## src/rtl/core/blve_pkg.sv

```systemverilog
`timescale 1ns / 1ps
`default_nettype none

package blve_pkg;

	localparam int DEPTH_DEF = 64;
	localparam int VALUE_W   = 32;
	localparam int CMD_W     = 3;
	localparam int COUNT_W   = 7;

	typedef enum logic [CMD_W-1:0] {
		CMD_PUSH     = 3'd0,
		CMD_DEL_EQ   = 3'd1,
		CMD_DEL_PRED = 3'd2,
		CMD_FIND     = 3'd3,
		CMD_STATUS   = 3'd4
	} cmd_t;

	typedef enum logic [1:0] {
		ST_IDLE,
		ST_SCAN,
		ST_DONE
	} state_t;

	typedef struct packed {
		logic               rejected;
		logic [COUNT_W-1:0] removed_count;
		logic [COUNT_W-1:0] entry_count;
		logic               list_empty;
		logic               found;
	} res_t;

endpackage

`default_nettype wire

```

## src/rtl/core/blve_mem.sv

```systemverilog
`timescale 1ns / 1ps
`default_nettype none

module blve_mem
	import blve_pkg::*;
#(
	parameter int DEPTH = DEPTH_DEF,
	parameter int AW    = $clog2(DEPTH)
) (
	input  wire logic               clk,
	input  wire logic               we,
	input  wire logic [AW-1:0]      waddr,
	input  wire logic [VALUE_W-1:0] wdata,
	input  wire logic               re,
	input  wire logic [AW-1:0]      raddr,
	output logic      [VALUE_W-1:0] rdata
);

	logic [VALUE_W-1:0] mem_q [DEPTH];

	always_ff @(posedge clk) begin
		if (we) begin
			mem_q[waddr] <= wdata;
		end
	end

	always_ff @(posedge clk) begin
		if (re) begin
			rdata <= mem_q[raddr];
		end
	end

endmodule

`default_nettype wire

```

## src/rtl/core/blve_seq.sv

```systemverilog
`timescale 1ns / 1ps
`default_nettype none

module blve_seq
	import blve_pkg::*;
#(
	parameter int DEPTH = DEPTH_DEF,
	parameter int AW    = $clog2(DEPTH),
	parameter int CW    = $clog2(DEPTH + 1)
) (
	input  wire logic               clk,
	input  wire logic               arst_n,
	input  wire logic               in_valid,
	output logic                    in_ready,
	input  wire logic [CMD_W-1:0]   in_cmd,
	input  wire logic [VALUE_W-1:0] in_value,
	output logic                    res_valid,
	input  wire logic               res_ready,
	output res_t                    res,
	output logic                    mem_we,
	output logic      [AW-1:0]      mem_waddr,
	output logic      [VALUE_W-1:0] mem_wdata,
	output logic                    mem_re,
	output logic      [AW-1:0]      mem_raddr,
	input  wire logic [VALUE_W-1:0] mem_rdata
);

	state_t state_q, state_d;

	logic [CMD_W-1:0]   cmd_q;
	logic [VALUE_W-1:0] val_q;
	logic [VALUE_W-1:0] prev_q;
	logic [CW-1:0]      occ_q;
	logic [CW-1:0]      rd_q;
	logic [CW-1:0]      wr_q;
	logic [CW-1:0]      removed_q;
	logic               found_q;
	logic               rej_q;
	logic               v_s1;
	logic               first_s1;

	logic               accept;
	logic               push_ok;
	logic               issue;
	logic               scan_end;
	logic               is_del;
	logic               is_pred;
	logic [VALUE_W-1:0] cmp_a;
	logic               hit;
	logic               keep;
	logic [CW+COUNT_W-1:0] occ_ext;
	logic [CW+COUNT_W-1:0] rem_ext;

	assign accept   = in_valid && in_ready;
	assign push_ok  = accept && (in_cmd == CMD_PUSH) && (occ_q < CW'(DEPTH));
	assign issue    = (state_q == ST_SCAN) && (rd_q < occ_q);
	assign scan_end = (state_q == ST_SCAN) && !issue && !v_s1;
	assign is_pred  = (cmd_q == CMD_DEL_PRED);
	assign is_del   = (cmd_q == CMD_DEL_EQ) || is_pred;

	// one shared comparator: predecessor delete looks at the previous entry
	assign cmp_a = is_pred ? prev_q : mem_rdata;
	assign hit   = (cmp_a == val_q);
	assign keep  = is_pred ? !(hit && !first_s1) : !hit;

	assign mem_re    = issue;
	assign mem_raddr = rd_q[AW-1:0];
	assign mem_we    = push_ok || (v_s1 && is_del && keep);
	assign mem_waddr = push_ok ? occ_q[AW-1:0] : wr_q[AW-1:0];
	assign mem_wdata = push_ok ? in_value : mem_rdata;

	assign occ_ext = {{COUNT_W{1'b0}}, occ_q};
	assign rem_ext = {{COUNT_W{1'b0}}, removed_q};

	always_comb begin
		res.found         = found_q;
		res.list_empty    = (occ_q == '0);
		res.entry_count   = occ_ext[COUNT_W-1:0];
		res.removed_count = rem_ext[COUNT_W-1:0];
		res.rejected      = rej_q;
	end

	always_ff @(posedge clk or negedge arst_n) begin
		if (!arst_n) begin
			state_q <= ST_IDLE;
		end else begin
			state_q <= state_d;
		end
	end

	always_comb begin
		state_d   = state_q;
		in_ready  = 1'b0;
		res_valid = 1'b0;
		case (state_q)
			ST_IDLE: begin
				in_ready = 1'b1;
				if (in_valid) begin
					if (in_cmd inside {CMD_DEL_EQ, CMD_DEL_PRED, CMD_FIND}) begin
						state_d = ST_SCAN;
					end else begin
						state_d = ST_DONE;
					end
				end
			end
			ST_SCAN: begin
				if (scan_end) begin
					state_d = ST_DONE;
				end
			end
			ST_DONE: begin
				res_valid = 1'b1;
				if (res_ready) begin
					state_d = ST_IDLE;
				end
			end
			default: begin
				state_d = ST_IDLE;
			end
		endcase
	end

	always_ff @(posedge clk or negedge arst_n) begin
		if (!arst_n) begin
			occ_q <= '0;
			v_s1  <= 1'b0;
		end else begin
			v_s1 <= issue;
			if (push_ok) begin
				occ_q <= occ_q + CW'(1);
			end else if (scan_end && is_del) begin
				occ_q <= wr_q;
			end
		end
	end

	always_ff @(posedge clk) begin
		if (accept) begin
			cmd_q     <= in_cmd;
			val_q     <= in_value;
			rd_q      <= '0;
			wr_q      <= '0;
			found_q   <= 1'b0;
			removed_q <= '0;
			rej_q     <= (in_cmd == CMD_PUSH) && !push_ok;
		end
		if (issue) begin
			first_s1 <= (rd_q == '0);
			rd_q     <= rd_q + CW'(1);
		end
		if (v_s1) begin
			prev_q <= mem_rdata;
			if ((cmd_q == CMD_FIND) && hit) begin
				found_q <= 1'b1;
			end
			// compaction writes behind the read cursor
			if (is_del && keep) begin
				wr_q <= wr_q + CW'(1);
			end
		end
		if (scan_end && is_del) begin
			removed_q <= occ_q - wr_q;
		end
	end

endmodule

`default_nettype wire

```

## src/rtl/core/bounded_value_list_engine.sv

```systemverilog
// push and status: the sequencer goes from idle to done, and the result then loads the output register
// find and deletes: m_tvalid rises after a scan over all stored entries, one
// stored entry per cycle through the single read port and the one shared comparator
// one command at a time, taken once the result is in the output register: no new input is
// accepted while a command is scanning or while its result waits for the output register
// arst_n clears the sequencer, the entry count and the output valid; entry storage is not cleared
`timescale 1ns / 1ps
`default_nettype none

module bounded_value_list_engine
	import blve_pkg::*;
#(
	parameter int DEPTH = DEPTH_DEF
) (
	input  wire logic        clk,
	input  wire logic        arst_n,
	input  wire logic        s_tvalid,
	output logic             s_tready,
	input  wire logic [31:0] s_tdata,  // item_value
	input  wire logic [2:0]  s_tuser,  // cmd
	output logic             m_tvalid,
	input  wire logic        m_tready,
	output logic      [23:0] m_tdata   // found, list_empty, entry_count, removed_count, rejected
);

	localparam int AW = $clog2(DEPTH);
	localparam int CW = $clog2(DEPTH + 1);

	logic               res_valid;
	logic               res_ready;
	res_t               res;
	logic               mem_we;
	logic [AW-1:0]      mem_waddr;
	logic [VALUE_W-1:0] mem_wdata;
	logic               mem_re;
	logic [AW-1:0]      mem_raddr;
	logic [VALUE_W-1:0] mem_rdata;
	logic               m_tvalid_q;
	logic [23:0]        m_tdata_q;

	blve_seq #(
		.DEPTH(DEPTH),
		.AW   (AW),
		.CW   (CW)
	) u_seq (
		.clk      (clk),
		.arst_n   (arst_n),
		.in_valid (s_tvalid),
		.in_ready (s_tready),
		.in_cmd   (s_tuser),
		.in_value (s_tdata),
		.res_valid(res_valid),
		.res_ready(res_ready),
		.res      (res),
		.mem_we   (mem_we),
		.mem_waddr(mem_waddr),
		.mem_wdata(mem_wdata),
		.mem_re   (mem_re),
		.mem_raddr(mem_raddr),
		.mem_rdata(mem_rdata)
	);

	blve_mem #(
		.DEPTH(DEPTH),
		.AW   (AW)
	) u_mem (
		.clk  (clk),
		.we   (mem_we),
		.waddr(mem_waddr),
		.wdata(mem_wdata),
		.re   (mem_re),
		.raddr(mem_raddr),
		.rdata(mem_rdata)
	);

	// output register, refilled in the cycle the previous result transfers
	assign res_ready = !m_tvalid_q || m_tready;

	always_ff @(posedge clk or negedge arst_n) begin
		if (!arst_n) begin
			m_tvalid_q <= 1'b0;
		end else if (res_ready) begin
			m_tvalid_q <= res_valid;
		end
	end

	always_ff @(posedge clk) begin
		if (res_valid && res_ready) begin
			m_tdata_q <= {7'd0, res};
		end
	end

	assign m_tvalid = m_tvalid_q;
	assign m_tdata  = m_tdata_q;

endmodule

`default_nettype wire

```

## config.mk

```make
export PLATFORM = sky130hd
export DESIGN_NAME = bounded_value_list_engine
export DESIGN_NICKNAME = d
export VERILOG_FILES = /design/src/rtl/core/blve_pkg.sv /design/src/rtl/core/blve_mem.sv /design/src/rtl/core/blve_seq.sv /design/src/rtl/core/bounded_value_list_engine.sv
export SDC_FILE = /design/constraint.sdc
export NUM_CORES = 2
export LEC_CHECK = 0
export BUFFER_PORTS_ARGS = -buffer_cell sky130_fd_sc_hd__buf_4
export CORE_AREA = 2 2 495 497
export CTS_BUF_LIST = sky130_fd_sc_hd__clkbuf_4 sky130_fd_sc_hd__clkbuf_8
export CTS_CLUSTER_SIZE = 20
export DETAILED_ROUTE_END_ITERATION = 7
export DIE_AREA = 0 0 497 499
export MAX_ROUTING_LAYER = met4
export PLACE_DENSITY = 0.47
export REMOVE_ABC_BUFFERS = 1
export SLEW_MARGIN = 20
export SYNTH_ARGS = -nofsm -noshare
export SYNTH_HDL_FRONTEND = slang
export SYNTH_SLANG_ARGS = --single-unit
```

## constraint.sdc

```tcl
create_clock -name clk -period 4.3 [get_ports clk]
set_input_delay 0.86 -clock clk [delete_from_list [all_inputs] [get_ports clk]]
set_output_delay 0.86 -clock clk [all_outputs]
set_load 0.01 [all_outputs]
```

Word-level counts from Yosys, hierarchy flattened
Memory sizes are Yosys's and may differ from the RTL's. A register that Yosys moved wholly into a read port is not among the register bits.
Index checks and enable logic that the tools add are counted.
{ "totals": {"regBits": 119, "mem_bits_rw": 2048, "in_bits": 39, "out_inout_bits": 26, "word_cells": 90, "n_memories": 1} }
{ "classes": {"add_sub_neg": 4, "magnitude_cmp": 2, "n_eq_ne": 12, "n_mux": 24, "n_reduce_logical": 33} }
{ "memory_table": {"columns": ["memory", "words", "width", "read_ports", "rd_clocked_by_memory_dff", "wr", "line", "rtl"], "rows": [
  ["u_mem.mem_q", 64, 32, 1, 1, 1, "blve_mem.sv:19", "logic [VALUE_W-1:0] mem_q [DEPTH];"]
]} }
{ "op_table": {"columns": ["operator", "n"], "rows": [
  ["2-to-1 mux 32 bit", 2],
  ["2-to-1 mux 7 bit", 8],
  ["equality test 32 bit", 1],
  ["adder 7 x 1 -> 7 bit, second input constant", 3],
  ["logical AND 1 bit", 14],
  ["zero test 7 bit", 2],
  ["equality test 3 x 2 -> 1 bit, second input constant", 4],
  ["2-to-1 mux 1 bit", 8],
  ["2-to-1 mux 2 bit", 4],
  ["zero test 1 bit", 7],
  ["less-than comparator 7 bit", 1],
  ["less-than comparator 7 bit, second input constant", 1],
  ["subtractor 7 bit", 1],
  ["equality test 3 x 1 -> 1 bit, second input constant", 2],
  ["2-to-1 mux 6 bit", 1],
  ["case mux 2 bit (3 select lines)", 1],
  ["nonzero test 2 bit", 3],
  ["inequality test 2 bit, second input constant", 2],
  ["zero test 3 bit", 1],
  ["logical OR 1 bit", 3],
  ["AND reduction 3 bit", 1],
  ["nonzero test 3 bit", 1],
  ["equality test 2 x 1 -> 1 bit, second input constant", 1],
  ["equality test 2 bit, second input constant", 1],
  ["other kinds (2)", 2]
]} }

Longest topological paths before layout
{ "logic_depth": {"ltp_word": 10, "mapped_depth": 12, "mapped_depth_nobuf": 10} }

Cells and area by module
From an unflattened synthesis, not the netlist that was laid out.
{ "hier_totals": {"cells_unflattened": 3890, "hier_area_um2": 84997.8} }
{ "modules_own_cells": {"columns": ["module", "n_inst", "cells_each", "area_each_um2", "seq_area_each_um2"], "rows": [
  ["blve_mem", 1, 3324, 78835.6, 62459.9],
  ["blve_seq", 1, 537, 5541.6, 2902.8],
  ["bounded_value_list_engine", 1, 29, 620.6, 535.5]
]} }

Worst setup path after synthesis
Ideal clock, no wire load.
{ "synth_timing": {"kind": "input to register", "from": "input port s_tuser[2]", "to": "memory u_mem.mem_q[0][0], data pin", "setup_time_ps": 702, "arrival_ps": 4025, "required_ps": 3598, "path_slack_ps": -427, "cell_stages": 5, "n_path_buf": 2, "cell_sequence": "or3_1 nor3_1 clkbuf_1 buf_1 o21ai_0"} }
{ "synth_between": {"elab_chain_len": 4} }
{ "synth_lines": {"columns": ["element", "line", "rtl"], "rows": [
  ["start: declaration", "bounded_value_list_engine.sv:20", "input wire logic [2:0] s_tuser,"],
  ["zero test 3 bit", "blve_seq.sv:55", "assign push_ok = accept && (in_cmd == CMD_PUSH) && (occ_q < CW'(DEPTH));"],
  ["logical AND 1 bit (2 in a row)", "blve_seq.sv:55", null],
  ["2-to-1 mux 32 bit", "blve_seq.sv:70", "assign mem_wdata = push_ok ? in_value : mem_rdata;"],
  ["via mem_wdata[0]", "bounded_value_list_engine.sv:34", "logic [VALUE_W-1:0] mem_wdata;"],
  ["end: declaration", "blve_mem.sv:19", null]
]} }
The timed path passes the listed nets, and every way through them passes these cells.

Final worst setup path
{ "layout_timing": {"from": "register u_seq.cmd_q[2]", "to": "memory u_mem.mem_q[13][9] (enable)"} }
{ "layout_between": {"elab_chain_len": 10, "elab_cells_between_ends": 14, "classes_between": "eq/ne (3); mux (4); reduce/logical (7)"} }
{ "layout_lines": {"columns": ["element", "line", "rtl"], "rows": [
  ["start: declaration", "blve_seq.sv:30", "logic [CMD_W-1:0] cmd_q;"],
  ["start signal: assignment", "blve_seq.sv:139", "cmd_q <= in_cmd;"],
  ["equality test 3 x 2 -> 1 bit", "blve_seq.sv:58", "assign is_pred = (cmd_q == CMD_DEL_PRED);"],
  ["2-to-1 mux 32 bit", "blve_seq.sv:62", "assign cmp_a = is_pred ? prev_q : mem_rdata;"],
  ["equality test 32 bit", "blve_seq.sv:63", "assign hit = (cmp_a == val_q);"],
  ["logical AND 1 bit", "blve_seq.sv:64", "assign keep = is_pred ? !(hit && !first_s1) : !hit;"],
  ["zero test 1 bit", "blve_seq.sv:64", null],
  ["2-to-1 mux 1 bit", "blve_seq.sv:64", null],
  ["logical AND 1 bit (*)", "blve_seq.sv:68", "assign mem_we = push_ok || (v_s1 && is_del && keep);"],
  ["logical OR 1 bit (*)", "blve_seq.sv:68", null],
  ["2-to-1 mux 1 bit (*)", "blve_mem.sv:22", "if (we) begin"],
  ["2-to-1 mux 1 bit (not written as such) (*)", "blve_mem.sv:23", "mem_q[waddr] <= wdata;"]
]} }
Mark *: on every way between the ends. The rest lies on a longest branch, timed or not.

==> impl_metrics.toml <==
[cells_and_area]
fin_area_um2 = 99700
fillers = 21086
drive_gt1_share_pct = 37.0
layout.nets = 4151
area_growth_pct = 17.8
final_core_util_pct = 41.1

[yosys]
synth_top_area_cell = "edfxtp_1"
synth_cell_types = 63
synth.top_cells.by_area = "edfxtp_1 77%, mux4_2 18%, nand2_1 0.62%"
ys_warn_count = 0
syn_area_per_cell_um2 = 23.7
synth_flop_cell = "edfxtp_1"
synth_top_area_share_pct = 77.3
async_reset_ff_share_pct = 0.500
synth-edff-count = 2180
synth_cells = 3576
ys_seq_elements = 2199
syn_area_um2 = 84700
yosysSeqAreaShare_pct = 77.8

[placed_design]
gp_congestion = 0.832
place_hpwl_mm = 138
io_buffers = 57
place_ws_ns = -0.125
place_area_um2 = 91700

[timing]
finalWorstSetupSlack_ns = 0.311
layout_min_cycle_time_ns = 3.99
max_freq_mhz = 251
rsz0062_at_grt = "false"
maxSlewHeadroom_pct = 29.1
setup_violations = 0
finalHoldViolCount = 0
clock_skew_ns = 0.0803
worstMarginPinSlew_ns = 1.06
whs_ns = 0.151
fin_crit_sh_pct = 92.8
drv_slew = 0

[worst_setup_path]
critPathCaptureType = "flop"
startpoint_type = "flop"
worstPathArrival_ns = 4.70
cp_max_fo = 20
path_class = "flop to flop"
critPathRequiredTime_ns = 5.02
reg2reg_depth = 12

[cts]
cts_root_buf = "clkbuf_8"
cts_tree = "yes"
insertion_delay_ns = 1.07
cts_max_level = 5
cts.sinks = 2199
clk_path_buf_depth = 4
clkSlewWorstSetupHoldPaths_ns = 0.06
cts_buffers = 379

[floorplanning]
die_h_um = 499
dieArea_um2 = 248000
initial_utilization_pct = 34.9
die_x_um = 497
io_pins = 65
core-area_um2 = 243000
rows = 181

[routing]
firstDrtPassIters = 5
drc = 0
wl_per_cell_um = 28.7
first_iter_violations = 3172
ant_nets = 0
vias_per_cell = 5.20
drt-total-wl_mm = 217
num_vias = 39397

[global_routing]
antenna_found_initial = 19
grt_pass1_vias = 40885
grt_usage_pct = 17.9
grt_pass1_wl_mm = 311
grt_max_degree = 106
globalRoute.totalOverflow = 0

[pwr]
ir_worst_vdd_uv = 387
total_leakage_power_nw = 30.9
p_per_area_nw_per_um2 = 597

[hold_path]
hold_class = "primary input to flop"
min_path_cells = 3

[run]
max-cap-violations = 0

[outcome]
status = "finished clean"
cell families after synthesis:
family | synth area share (%)
AOI/OAI and AO/OA | 0.867
and+or+nand+nor | 1.57
muxes | 17.9
buffers and inverters | 1.09
DFF | 77.8
other | 0.00443
xor gates and xnor gates | 0.434
adders and majority gates | 0.275
worst paths after layout:
path / start / to / slack (ns)
min in group asynchronous: arst_n / u_seq.occ_q[5] / 0.20
min: m_tready / m_tvalid / 0.15
max: u_seq.cmd_q[2] / u_mem.mem_q[13][9] / 0.31
min reg2reg: u_seq.removed_q[6] / m_tdata[15] / 0.42
max reg2reg: u_seq.cmd_q[2] / u_mem.mem_q[13][9] / 0.31
max in group asynchronous: arst_n / u_seq.v_s1 / 3.86
synthesized netlist by cell type (all sizes together), types with 8 or more instances:
master	n
edfxtp	2180
mux4	672
nand2	141
clkbuf	119
nor2	101
buf	65
inv	44
xnor2	35
nand3	19
a21oi	17
ha	17
o21ai	17
dfrtp	11
dfxtp	8
nor3	8
o221ai	8
o31ai	8
layout make-up:
type	count	area, um^2	area share [%]
Sequential cell	2199	65900	66.1
Multi-Input combinational cell	1155	18500	18.6
Clock buffer	517	6300	6.32
Timing Repair Buffer	315	4060	4.07
Tap cell	3202	4010	4.02
Clock inverter	138	756	0.758
Inverter	44	165	0.166
Antenna cell	7	17.5	0.0176
timing repair:
| action | 4_1_cts | 5_1_grt |
|---|---|---|
| endpoints found under the hold margin | 47 | 0 |
| setup buffers | 0 | 0 |
| setup endpoints to repair | 0 | 6 |
| gates resized for setup | 0 | 1 |
| hold buffers | 36 | 0 |
metrics by stage:
step	setup TNS, ns	power, mW	cells
after floorplan	-8631.02	34.4	3398
after global placement	-58.33	42.2	6848
after global routing	0	62.0	7574
final	0	59.6	7577
after CTS	0	60.5	7548
after detailed placement	-33.68	42.2	6857
worst max-delay path, stage by stage, from the launching register on:
cell and delay, ns:
edfxtp_1 0.47, or3b_4 0.54, buf_4 0.20, nand2_1 0.06
a21oi_1 0.07, a311oi_2 0.25, o2111ai_1 0.18, or4b_4 0.69
a41oi_4 0.28, buf_12 0.26, buf_4 0.32, nor2_4 0.08
buf_4 0.24
cell usage in the layout (no fill, tap or decap), drive strengths merged, types with 19 or more instances in the layout:
cell type	instances
nand3	19
buf	279
xnor2	35
nor2	101
edfxtp	2180
clkbuf	517
inv	49
clkinv	122
mux4	672
nand2	141
dlygate4sd3	36
per-layer routing:
metal	vias to the layer above	track usage (%)	routed length, um
met2	1124	27.0	102000
met5	-	-	0
met3	353	2.77	9770
li1	16402	-	-
met1	21518	25.8	101000
met4	0	4.24	4290
sequential cells by signal, summed over array words and instances, names as in the netlist, 3 cells and up:
signal,flops
u_mem.mem_q,2048
u_mem.rdata,32
u_seq.prev_q,32
u_seq.val_q,32
m_tdata,17
u_seq.occ_q,7
u_seq.rd_q,7
u_seq.removed_q,7
u_seq.wr_q,7
u_seq.cmd_q,3
power breakdown:
group	leakage [nW]	switching (mW)	internal [mW]	total, mW
Sequential	19.8	0.381	25.6	26.0
Clock	3.74	8.27	9.79	18.1
Combinational	7.32	9.10	6.45	15.6
Note: power is estimated with default switching activity, not from simulation.
